File: config.mk
export PLATFORM = sky130hd
export DESIGN_NAME = prescaled_interval_timer
export DESIGN_NICKNAME = d
export VERILOG_FILES = /design/src/design/pit_pkg.sv /design/src/design/pit_core.sv /design/src/design/prescaled_interval_timer.sv
export SDC_FILE = /design/constraint.sdc
export NUM_CORES = 1
export LEC_CHECK = 0
export BUFFER_PORTS_ARGS = -buffer_cell sky130_fd_sc_hd__buf_4
export CAP_MARGIN = 20
export CORE_ASPECT_RATIO = 0.9
export CORE_MARGIN = 3
export CORE_UTILIZATION = 31
export CTS_CLUSTER_DIAMETER = 60
export DETAILED_ROUTE_END_ITERATION = 12
export GPL_TIMING_DRIVEN = 0
export PLACE_DENSITY = 0.47
export SLEW_MARGIN = 15
export SYNTH_ARGS = -nofsm -noshare
export SYNTH_HDL_FRONTEND = slang
export SYNTH_SLANG_ARGS = --single-unit
File: constraint.sdc
create_clock -name clk_i -period 4.65 [get_ports clk_i]
set_clock_uncertainty 0.15 [all_clocks]
set_input_delay 0.6975 -clock clk_i [delete_from_list [all_inputs] [get_ports clk_i]]
set_output_delay 0.6975 -clock clk_i [all_outputs]
set_load 0.02 [all_outputs]
File: src/design/pit_pkg.sv
package pit_pkg;

  typedef enum logic [1:0] {
    FUNC_TICK  = 2'd0,
    FUNC_READ  = 2'd1,
    FUNC_WRITE = 2'd2
  } pit_func_e;

  localparam logic [2:0] OFF_INTERVAL_LO = 3'd0;
  localparam logic [2:0] OFF_INTERVAL_HI = 3'd1;
  localparam logic [2:0] OFF_COUNT_LO    = 3'd2;
  localparam logic [2:0] OFF_COUNT_HI    = 3'd3;
  localparam logic [2:0] OFF_CONTROL     = 3'd4;
  localparam logic [2:0] OFF_RUN         = 3'd5;

  localparam int unsigned CountWidth     = 16;
  localparam int unsigned PrescaleWidth  = 8;
  localparam int unsigned ModeWidth      = 4;
  localparam int unsigned ExpWidth       = 3;
  localparam int unsigned FastSelBit     = 3;

  typedef struct packed {
    logic [1:0] func;
    logic [2:0] reg_offset;
    logic [7:0] write_data;
  } pit_item_t;

  typedef struct packed {
    logic       fast_clock_selected;
    logic       irq_pulse;
    logic [7:0] read_data;
  } pit_result_t;

endpackage

File: src/design/pit_core.sv
module pit_core
  import pit_pkg::*;
(
  input  logic        clk_i,
  input  logic        rst_ni,
  input  logic        step_i,
  input  pit_item_t   item_i,
  output pit_result_t result_o
);

  logic [CountWidth-1:0]    interval_q, interval_d;
  logic [CountWidth-1:0]    count_q, count_d;
  logic [ModeWidth-1:0]     mode_q, mode_d;
  logic                     run_q, run_d;
  logic [PrescaleWidth-1:0] prescale_q, prescale_d;

  logic [PrescaleWidth-1:0] prescale_inc;
  logic [CountWidth-1:0]    count_inc;
  logic                     prescale_fire;
  logic [7:0]               rd_data;
  logic                     irq;

  assign prescale_inc  = prescale_q + 1'b1;
  assign prescale_fire = (prescale_inc >> mode_q[ExpWidth-1:0]) != '0;
  assign count_inc     = count_q + 1'b1;

  always_comb begin
    interval_d = interval_q;
    count_d    = count_q;
    mode_d     = mode_q;
    run_d      = run_q;
    prescale_d = prescale_q;
    rd_data    = '0;
    irq        = 1'b0;
    unique case (item_i.func)
      FUNC_TICK: begin
        if (run_q) begin
          if (!prescale_fire) begin
            prescale_d = prescale_inc;
          end else begin
            prescale_d = '0;
            if (interval_q == '0) begin
              count_d = '0;
            end else if (count_inc >= interval_q) begin
              count_d = '0;
              irq     = 1'b1;
            end else begin
              count_d = count_inc;
            end
          end
        end
      end
      FUNC_READ: begin
        unique case (item_i.reg_offset)
          OFF_INTERVAL_LO: rd_data = interval_q[7:0];
          OFF_INTERVAL_HI: rd_data = interval_q[15:8];
          OFF_COUNT_LO:    rd_data = count_q[7:0];
          OFF_COUNT_HI:    rd_data = count_q[15:8];
          OFF_CONTROL:     rd_data = {{(8-ModeWidth){1'b0}}, mode_q};
          OFF_RUN:         rd_data = {7'd0, run_q};
          default:         rd_data = '0;
        endcase
      end
      FUNC_WRITE: begin
        unique case (item_i.reg_offset)
          OFF_INTERVAL_LO: interval_d = {interval_q[15:8], item_i.write_data};
          OFF_INTERVAL_HI: interval_d = {item_i.write_data, interval_q[7:0]};
          OFF_COUNT_LO,
          OFF_COUNT_HI:    count_d = '0;
          OFF_CONTROL:     mode_d = item_i.write_data[ModeWidth-1:0];
          OFF_RUN:         run_d = item_i.write_data[0];
          default:         ;
        endcase
      end
      default: ;
    endcase
  end

  always_comb begin
    result_o.read_data           = rd_data;
    result_o.irq_pulse           = irq;
    result_o.fast_clock_selected = mode_d[FastSelBit];
  end

  always_ff @(posedge clk_i or negedge rst_ni) begin
    if (!rst_ni) begin
      interval_q <= '0;
      count_q    <= '0;
      mode_q     <= '0;
      run_q      <= 1'b0;
      prescale_q <= '0;
    end else if (step_i) begin
      interval_q <= interval_d;
      count_q    <= count_d;
      mode_q     <= mode_d;
      run_q      <= run_d;
      prescale_q <= prescale_d;
    end
  end

endmodule

File: src/design/prescaled_interval_timer.sv
// Channel   Dir  Handshake                        Payload
// s_axis    in   s_axis_tvalid_i/s_axis_tready_o  tuser: func; tdata: reg_offset, write_data
// m_axis    out  m_axis_tvalid_o/m_axis_tready_i  tdata: read_data, irq_pulse, fast_clock_selected
//
// One transfer per cycle sustained while m_axis accepts results.
// An input register feeds the timer logic, whose answer lands in a result register.
// The timer state updates as an item moves into the result register.
// Reset clears all timer registers and both valid flags.
// A stalled result holds while one more input transfer is still taken.
module prescaled_interval_timer
  import pit_pkg::*;
(
  input  logic        clk_i,
  input  logic        rst_ni,
  input  logic        s_axis_tvalid_i,
  output logic        s_axis_tready_o,
  input  logic [15:0] s_axis_tdata_i,  // [2:0] reg_offset, [10:3] write_data, [15:11] zero
  input  logic [1:0]  s_axis_tuser_i,  // [1:0] func
  output logic        m_axis_tvalid_o,
  input  logic        m_axis_tready_i,
  output logic [15:0] m_axis_tdata_o   // [7:0] read_data, [8] irq_pulse,
                                       // [9] fast_clock_selected, [15:10] zero
);

  logic        in_valid_q;
  pit_item_t   in_item_q;
  logic        out_valid_q;
  pit_result_t out_result_q;
  pit_result_t result;
  logic        advance;
  logic        in_take;

  assign advance         = in_valid_q && (!out_valid_q || m_axis_tready_i);
  assign s_axis_tready_o = !in_valid_q || advance;
  assign in_take         = s_axis_tvalid_i && s_axis_tready_o;

  pit_core u_core (
    .clk_i    (clk_i),
    .rst_ni   (rst_ni),
    .step_i   (advance),
    .item_i   (in_item_q),
    .result_o (result)
  );

  always_ff @(posedge clk_i or negedge rst_ni) begin
    if (!rst_ni) begin
      in_valid_q  <= 1'b0;
      out_valid_q <= 1'b0;
    end else begin
      if (in_take) begin
        in_valid_q <= 1'b1;
      end else if (advance) begin
        in_valid_q <= 1'b0;
      end
      if (advance) begin
        out_valid_q <= 1'b1;
      end else if (m_axis_tready_i) begin
        out_valid_q <= 1'b0;
      end
    end
  end

  always_ff @(posedge clk_i) begin
    if (in_take) begin
      in_item_q.func       <= s_axis_tuser_i;
      in_item_q.reg_offset <= s_axis_tdata_i[2:0];
      in_item_q.write_data <= s_axis_tdata_i[10:3];
    end
    if (advance) begin
      out_result_q <= result;
    end
  end

  assign m_axis_tvalid_o = out_valid_q;
  assign m_axis_tdata_o  = {6'd0, out_result_q};

  assert property (@(posedge clk_i) disable iff (!rst_ni)
    !s_axis_tready_o |-> (in_valid_q && out_valid_q && !m_axis_tready_i))
    else $error("input stalled without a blocked result");

  assert property (@(posedge clk_i) disable iff (!rst_ni)
    (m_axis_tvalid_o && m_axis_tdata_o[8]) |-> (m_axis_tdata_o[7:0] == 8'd0))
    else $error("interrupt pulse on a read result");

  assert property (@(posedge clk_i) disable iff (!rst_ni)
    $rose(m_axis_tvalid_o) |-> $past(in_valid_q))
    else $error("result appeared without a pending item");

  assert property (@(posedge clk_i) disable iff (!rst_ni)
    (in_valid_q && out_valid_q && !m_axis_tready_i) |=> in_valid_q)
    else $error("pending item lost while result stalled");

endmodule
# Word level (Yosys, flattened, before mapping)
# Index checks and enable logic that the tools add are counted.
[totals]
ff_bits = 70
latchBits = 0
ram_bits = 0
romBits = 0
in_bits = 22
elab_cells = 71
n_memories = 0
[op_classes]
addsub = 2
mul = 0
n_div = 0
order_cmp = 1
n_eq_ne = 10
shifts = 1
muxes = 16
n_bitwise = 5
n_reduce_logical = 21
[op_table]
columns = ["op", "count"]
rows = [
  ["two-way mux 16 bit", 5],
  ["one-hot mux 16 bit (2 select lines)", 2],
  ["one-hot mux 8 bit (6 select lines)", 1],
  ["adder 16 x 1 -> 16 bit (second input constant)", 1],
  ["greater-or-equal comparator 16 bit", 1],
  ["zero test 16 bit", 1],
  ["AND reduction 3 bit", 3],
  ["adder 8 x 1 -> 8 bit (second input constant)", 1],
  ["two-way mux 4 bit", 2],
  ["two-way mux 8 bit", 1],
  ["AND reduction 4 bit", 2],
  ["nonzero test 8 bit", 1],
  [">> shifter 8 x 3 -> 8 bit", 1],
  ["equality test 3 x 2 -> 1 bit (second input constant)", 2],
  ["equality test 3 bit (second input constant)", 2],
  ["nonzero test 2 bit", 3],
  ["two-way mux 1 bit", 5],
  ["inverter 1 bit", 5],
  ["AND reduction 5 bit", 1],
  ["!= test 2 x 1 -> 1 bit (second input constant)", 2],
  ["OR reduction 4 bit", 1],
  ["equality test 3 x 1 -> 1 bit (second input constant)", 1],
  ["zero test 3 bit", 1],
  ["equality test 2 x 1 -> 1 bit (second input constant)", 1],
  ["other kinds (7)", 10],
]

# Depth between registers and ports, before layout
# Gate-level depths: netlist of the first run.
[logic_depth]
depth_word = 7
mapped_depth = 16

# Hierarchy
# From an unflattened synthesis of the first run, not the netlist that was laid out.
[unflattened]
cells_unflattened = 404
hier_area_um2 = 4035.1
[modules_own_cells]
columns = ["module", "n_inst", "cells_per_inst", "area_per_inst_um2", "seq_area_each_um2"]
rows = [
  ["pit_core", 1, 366, 3191.8, 1126.1],
  ["prescaled_interval_timer", 1, 38, 843.3, 740.7],
]

# Worst setup path before layout of the first run
# OpenSTA, ideal clock, no wires.
[synth_path]
path_kind = "register to register"
startpoint = "register u_core.count_q[0]"
endpoint = "register u_core.count_q[13]"
setup_ps = 126
arrival_time_ps = 3256
setup_slack_ps = 1118
path_stages_with_launch = 15
period_less_slack_ps = 3532
cell_sequence = "dfrtp_1 > ha_1 > nand3_1 > nor4_1 > xor2_1 > ha_1 > a21oi_1 > o21ai_0 > a2111oi_0 > a221oi_1 > or2_1 > buf_2 > nor2_1 > buf_4 > a221o_1"
[synth_between]
elab_chain_len = 7
[synth_rtl]
columns = ["element", "line_no", "text"]
rows = [
  ["from (decl)", "pit_core.sv:12", "logic [CountWidth-1:0] count_q, count_d;"],
  ["from (signal assigned)", "pit_core.sv:94", "count_q <= count_d;"],
  ["adder 16 x 1 -> 16 bit (*)", "pit_core.sv:25", "assign count_inc = count_q + 1'b1;"],
  ["greater-or-equal comparator 16 bit", "pit_core.sv:44", "end else if (count_inc >= interval_q) begin"],
  ["two-way mux 16 bit (*)", "pit_core.sv:44", ""],
  ["two-way mux 16 bit (*)", "pit_core.sv:42", "if (interval_q == '0) begin"],
  ["two-way mux 16 bit (*)", "pit_core.sv:38", "if (!prescale_fire) begin"],
  ["two-way mux 16 bit (*)", "pit_core.sv:37", "if (run_q) begin"],
  ["one-hot mux 16 bit (2 select lines) (*)", "pit_core.sv:35", "unique case (item_i.func)"],
]
# Mark *: on every way between the ends. The rest lies on a longest branch, timed or not. The select of a mux whose other input is x is not followed.
# A chain may end at the register's enable or synchronous reset.

# Final worst setup path of the first run
# Same ends and word-level chain as after synthesis.

==> results of run 1 <==
==> per-layer routing <==
metal	vias up	part of all wire, %	wire length [microns]
li1	1514	-	-
met1	1532	50	5050
met2	68	44	4400
met3	11	4.6	466
met4	0	1.2	121
met5	-	0	0
==> cells in the final DEF (no fill, tap or decap), types with 12 or more instances in the layout <==
cell type and n:
ha_1 18, dfrtp_1 47, inv_1 26, nor2_1 28, mux2_2 16, edfxtp_1 23
nand3_1 19, nand2_1 31, a22o_1 12, o21ai_0 24, buf_4 35
==> through the flow <==
step | cells | total power, mW | hold slack, ns
floorplan | 402 | 1.024 | 0.2519
global placement | 590 | 1.152 | 0.3455
detailed placement | 590 | 1.155 | 0.3538
CTS | 606 | 1.863 | 0.2628
global route | 606 | 1.955 | 0.2761
finish | 606 | 1.840 | 0.2201
==> timing repair <==
action                     4_1_cts  5_1_grt
buffers inserted                 0        0
resized for setup                1        1
setup endpoints to repair        1       11
pin swaps                        0        0
==> how the worst max path moves through the flow <==
| stage | from | endpoint | slack (ns) | cells after the start |
|---|---|---|---|---|
| 2_1_floorplan | u_core.count_q[0] | u_core.count_q[13] | 1.12 | 14 |
| 3_3_place_gp | u_core.count_q[0] | u_core.count_q[13] | 0.06 | 14 |
| 3_5_place_dp | u_core.count_q[0] | u_core.count_q[13] | -0.02 | 14 |
| 4_1_cts | u_core.count_q[0] | u_core.count_q[13] | 0.26 | 14 |
| 5_1_grt | u_core.count_q[0] | u_core.count_q[12] | -0.002 | 14 |
| 6_report | u_core.count_q[0] | u_core.count_q[13] | 0.49 | 14 |
==> cells by family after synthesis <==
group	Yosys count	synth area share (%)
flip-flops	70	46.11
multiplexers	27	8.096
buffers and inverters	47	5.315
AO/OA/AOI/OAI	78	13.44
other	1	0.09262
adder cells (fa/ha/maj)	18	5.563
XOR/XNOR	17	3.678
AND/OR/NAND/NOR	139	17.71
==> registers in the layout (all words and copies together) (netlist names) <==
register,cells
u_core.run_q,1
u_core.count_q,16
in_valid_q,1
u_core.prescale_q,8
u_core.mode_q,4
in_item_q,13
u_core.interval_q,16
m_axis_tdata_o,10
m_axis_tvalid_o,1
==> report_power, final <==
part / internal (mW) / leakage [nW] / switching, mW
clock network: 0.420 / 0.146 / 0.274
logic: 0.151 / 1.18 / 0.189
registers: 0.714 / 0.836 / 0.0908
==> critical path, stage by stage (launching register included) <==
cell and delay [ns]:
dfrtp_1 0.47, ha_1 0.28, nand3_1 0.24, nor4_2 0.53, xor2_1 0.14, ha_1 0.35, a21oi_1 0.07, o21ai_0 0.21
a2111oi_0 0.13, a221oi_2 0.50, or2_1 0.17, buf_2 0.23, nor2_1 0.09, buf_4 0.19, a221o_1 0.29
==> cell type report <==
cell class	instances	area (sq um)
Clock buffer	10	229.0
Timing Repair Buffer	28	210.2
Buffer	21	117.6
Clock inverter	6	68.82
Inverter	26	97.59
Sequential cell	70	1867
Tap cell	160	200.2
Fill cell	1252	7621
Multi-Input combinational cell	285	1998
==> metrics.md, run 1 <==
| Metric | Value |
|---|---|
| Status | finished clean |
| Worst r2r src | u_core.count_q[0] |
| Cell variety after synth | 58 |
| Die outline area | 14470 sq um |
| Startpoint types | flip-flop |
| Post-layout nets | 481 |
| Peak supply drop | 0.1729 mV |
| Grt total ovfl | 0 |
| First-pass detailed-route iteration total | 4 |
| Via Count | 3125 |
| Setup TNS | 0 ns |
| Setup ws final | 0.4880 ns |
| Post-DR wirelength/cell | 16.57 microns |
| Critical path fanouts, max | 10 |
| FMAX | 240.3 MHz |
| Top-count cell post-synth | dfrtp_1 |
| Final Hold Viols | 0 |
| Layout area overhead | 18.26% |
| Post-synthesis register bit count | 70 |
| Gpl congestion | 0.8374 |
| Share of layout cells above drive strength 1 | 18.16% |
| CTS sink cnt | 70 |
| Register area share after synthesis | 46.11% |
| Max Cap Viol | 0 |
| Initial drt markers | 272 |
| Design area | 4788 sq um |
| Vias/cell | 5.157 |
| Critical Path AT | 4.23 ns |
| Pre-CTS setup slack | -0.02005 ns |
| FF-to-FF End | u_core.count_q[13] |
| Final Max Tran Viols | 0 |
| Vias in the first global route | 3137 |
| Final core occ | 38.59% |
| Port bufs | 28 |
| Routed WL | 10040 microns |
| CTS buffer count | 9 |
| CTS H-tree lvls | 3 |
| Worst-margin pin slew | 0.7986 ns |
| Area leader, netlist | dfrtp_1 |
| Final cycle utilization of the critical path | 89.51% |
| CTS max path bufs | 2 |
| # hold bufs at CTS | 0 |
| Clk slew on worst S/H paths | 0.06 ns |
| Synth top area share | 29.05% |
| Chip height | 114.4 microns |
| Reg2Reg Depth | 14 |
| Worst hold path type | input pin to asynchronous set/reset pin |
| Commonest cells post-synth | 47 x dfrtp_1, 31 x nand2_1, 28 x nor2_1, 26 x inv_1, 24 x o21ai_0 |
| Largest net degree at the start of global routing | 48 |
| FF-to-FF setup slack | 0.49 ns |
| Die width | 126.5 microns |
| Row cnt | 38 |
| Met2 GRT Util | 22.50% |
| WS Path Type | flip-flop to flip-flop |
| GRT Max-Usage Layer | met2 |
| Power Density | 384.2 nW/um^2 |
| CTS tree | done |
| # IOs | 40 |
| Critical path data required time | 4.71 ns |
| Ranking of synthesized cells by area | dfrtp_1 29%, edfxtp_1 17%, ha_1 5.6% |
| CORE AREA | 12410 sq um |
| Dpl cell area | 4478 sq um |
| Root Buffer | clkbuf_16 |
| Number of antenna repair diodes | 0 |
| CP endpoint kind | flip-flop |
| Minimum clock period | 4.162 ns |
| Synthesized area | 4049 sq um |
| Async SR Flop Fraction | 67.14% |
| Ys Warns | 0 |
| DRC Markers | 0 |
| Pleak | 2.159 nW |
| Number of flops mapped to enable cells by yosys | 23 |
| Avg Cell Area, Syn | 10.20 sq um |
| Initial core utilization | 32.63% |
| Worst rel slew slack | 46.64% |
| First-pass GRT wire length | 16680 microns |
| Overall Global Routing Usage | 14.69% |
| Clk_lat worst skew | 0.33 ns |
| Mapped Cells | 397 |
| Final setup vio count | 0 |
| Met3 global-route usage | 3.685% |
| Dominant synthesized flop cell | dfrtp_1 |
| Post-route ant nets | 0 |
| Post-DP HPWL | 7570 microns |
| Initial antenna violation count | 0 |
| GR Util met1 | 20.69% |
Power figures use the tool's default switching activity.
==> run 2: changes to the inputs <==
==> constraint.sdc (replaced) <==
create_clock -name clk_i -period 4.6 [get_ports clk_i]
set_clock_uncertainty 0.15 [all_clocks]
set_input_delay 0.69 -clock clk_i [delete_from_list [all_inputs] [get_ports clk_i]]
set_output_delay 0.69 -clock clk_i [all_outputs]
set_load 0.02 [all_outputs]
==> run 2 against run 1 <==
Largest cell class unchanged. Final cell count unchanged. Core utilization up 0.071 points. Clock power up 1%. Design area up 0.18%. Global-route usage unchanged. First-iteration DRC count up 1.5%. Critical path depth unchanged. Via count down 0.48%. Register-to-register slack better by 0.09 ns. Die area unchanged. Critical path type unchanged. Sequential share of layout area down 0.071 points. Sequential power up 1%.
==> metrics.md, run 2 (synthesis gave the netlist of run 1 again) <==
| Metric | Value |
|---|---|
| Power Total | 1.861 mW |
| CTS buffer count | 9 |
| DRC Markers | 0 |
| Initial drt markers | 276 |
| CTS sink cnt | 70 |
| FMAX | 248.6 MHz |
| Vias in the first global route | 3137 |
| Initial core utilization | 32.63% |
| Gpl congestion | 0.8374 |
| CTS tree | done |
| Worst rel slew slack | 46.70% |
| Largest net degree at the start of global routing | 48 |
| Post-layout nets | 481 |
| First-pass GRT wire length | 16680 microns |
| Worst r2r src | u_core.count_q[2] |
| Overall Global Routing Usage | 14.69% |
| Minimum clock period | 4.022 ns |
| Clk_lat worst skew | 0.33 ns |
| Largest regs | u_core.count_q: 16 flops, u_core.interval_q: 16 flops, in_item_q: 13 flops |
| Chip height | 114.4 microns |
| Final cycle utilization of the critical path | 87.44% |
| Worst hold path type | input pin to asynchronous set/reset pin |
| Port bufs | 28 |
| CTS max path bufs | 2 |
| Critical Path AT | 4.09 ns |
| RSZ-0062 raised after global routing | false |
| # hold bufs at CTS | 0 |
| CP endpoint kind | flip-flop |
| Worst Setup EP | u_core.count_q[13] |
| Layout area overhead | 18.48% |
| Vias/cell | 5.132 |
| Share of layout cells above drive strength 1 | 18.16% |
| Worst-margin pin slew | 0.7977 ns |
| Most frequent cells in the layout | 47 x dfrtp_1, 35 x buf_4, 31 x nand2_1, 28 x nor2_1, 26 x inv_1 |
| Fill count | 1249 |
| Initial antenna violation count | 0 |
| Die width | 126.5 microns |
| Reg2Reg Depth | 14 |
| CORE AREA | 12410 sq um |
| Final setup vio count | 0 |
| Power Density | 388.0 nW/um^2 |
| Peak supply drop | 0.1755 mV |
| Via Count | 3110 |
| Critical path data required time | 4.66 ns |
| Die outline area | 14470 sq um |
| Final Max Tran Viols | 0 |
| # IOs | 40 |
| WHS | 0.2127 ns |
| Status | finished clean |
| Area of the multi-input gates | 2007 sq um |
| Critical path fanouts, max | 10 |
| Max Cap Viol | 0 |
| Clk slew on worst S/H paths | 0.06 ns |
| Startpoint types | flip-flop |
| Post-DP HPWL | 7570 microns |
| WS Path Type | flip-flop to flip-flop |
| Crit. Startpoint | u_core.count_q[2] |
| Commonest non-fill, non-tap cell in the layout | dfrtp_1 |
| Grt total ovfl | 0 |
| First-pass detailed-route iteration total | 5 |
| Post-route ant nets | 0 |
| FF-to-FF End | u_core.count_q[13] |
| Number of antenna repair diodes | 0 |
| Final Hold Viols | 0 |
| CTS H-tree lvls | 3 |
| Pleak | 2.175 nW |
| Post-DR wirelength/cell | 16.57 microns |
| Row cnt | 38 |
| Reg area | 1867 sq um |
| FF-to-FF setup slack | 0.58 ns |
| Root Buffer | clkbuf_16 |
| Routed WL | 10040 microns |
[run 2: per-layer routing]
| metal | up-vias | global-route usage (%) | wire (microns) |
|---|---|---|---|
| li1 | 1514 | - | - |
| met1 | 1500 | 20.69 | 5018 |
| met2 | 81 | 22.50 | 4355 |
| met3 | 15 | 3.685 | 528 |
| met4 | 0 | 4.217 | 142 |
| met5 | - | 0 | 0 |
[run 2: worst min-delay path by stage]
stage	end	slack, ns	depth (start not counted)	start
after floorplan	in_valid_q	0.24	0	rst_ni
after global placement	u_core.prescale_q[7]	0.35	1	u_core.prescale_q[7]
after detailed placement	u_core.prescale_q[7]	0.35	1	u_core.prescale_q[7]
after CTS	u_core.count_q[5]	0.26	1	rst_ni
after global routing	u_core.prescale_q[5]	0.27	1	rst_ni
final	u_core.prescale_q[5]	0.21	1	rst_ni
[run 2: layout make-up]
cell class | instances | share of cell area [%]
buffer | 21 | 2.452
tap | 160 | 4.173
inverter | 26 | 2.034
clock buffer | 10 | 4.773
multi-input combinational | 285 | 41.84
sequential | 70 | 38.91
timing repair buffer | 28 | 4.382
clock inverter | 6 | 1.435
[run 2: timing repair]
action,4_1_cts,5_1_grt
gates resized for setup,1,2
endpoints found under the setup margin,9,11
setup buffers,0,0
cloned,0,0
[run 2: worst max-delay path, stage by stage, from the launching register on]
cell and delay, ns:
dfrtp_1 0.32, clkbuf_1 0.36, nand3_1 0.35, nor4_4 0.38
xor2_1 0.12, ha_1 0.34, a21oi_1 0.07, o21ai_0 0.22
a2111oi_0 0.13, a221oi_2 0.51, or2_1 0.17, buf_2 0.22
nor2_1 0.09, buf_4 0.19, a221o_1 0.29
[run 2: through the flow]
| stage | cell area [sq um] | cells | worst slack [ns] | setup TNS (ns) | util (%) |
|---|---|---|---|---|---|
| after floorplan | 4068 | 402 | 1.068 | 0 | - |
| after global placement | 4478 | 590 | 0.01163 | 0 | 36.09 |
| after detailed placement | 4478 | 590 | -0.07005 | -0.1032 | 36.09 |
| after CTS | 4782 | 606 | 0.2099 | 0 | 38.54 |
| after global routing | 4797 | 606 | 0.1062 | 0 | 38.66 |
| final | 4797 | 606 | 0.5776 | 0 | 38.66 |
[run 2: where the power goes]
group	internal (mW)	leakage, nW	switching (mW)
logic	0.153	1.19	0.192
clock network	0.425	0.146	0.278
registers	0.722	0.836	0.0915
total	1.30	2.18	0.561
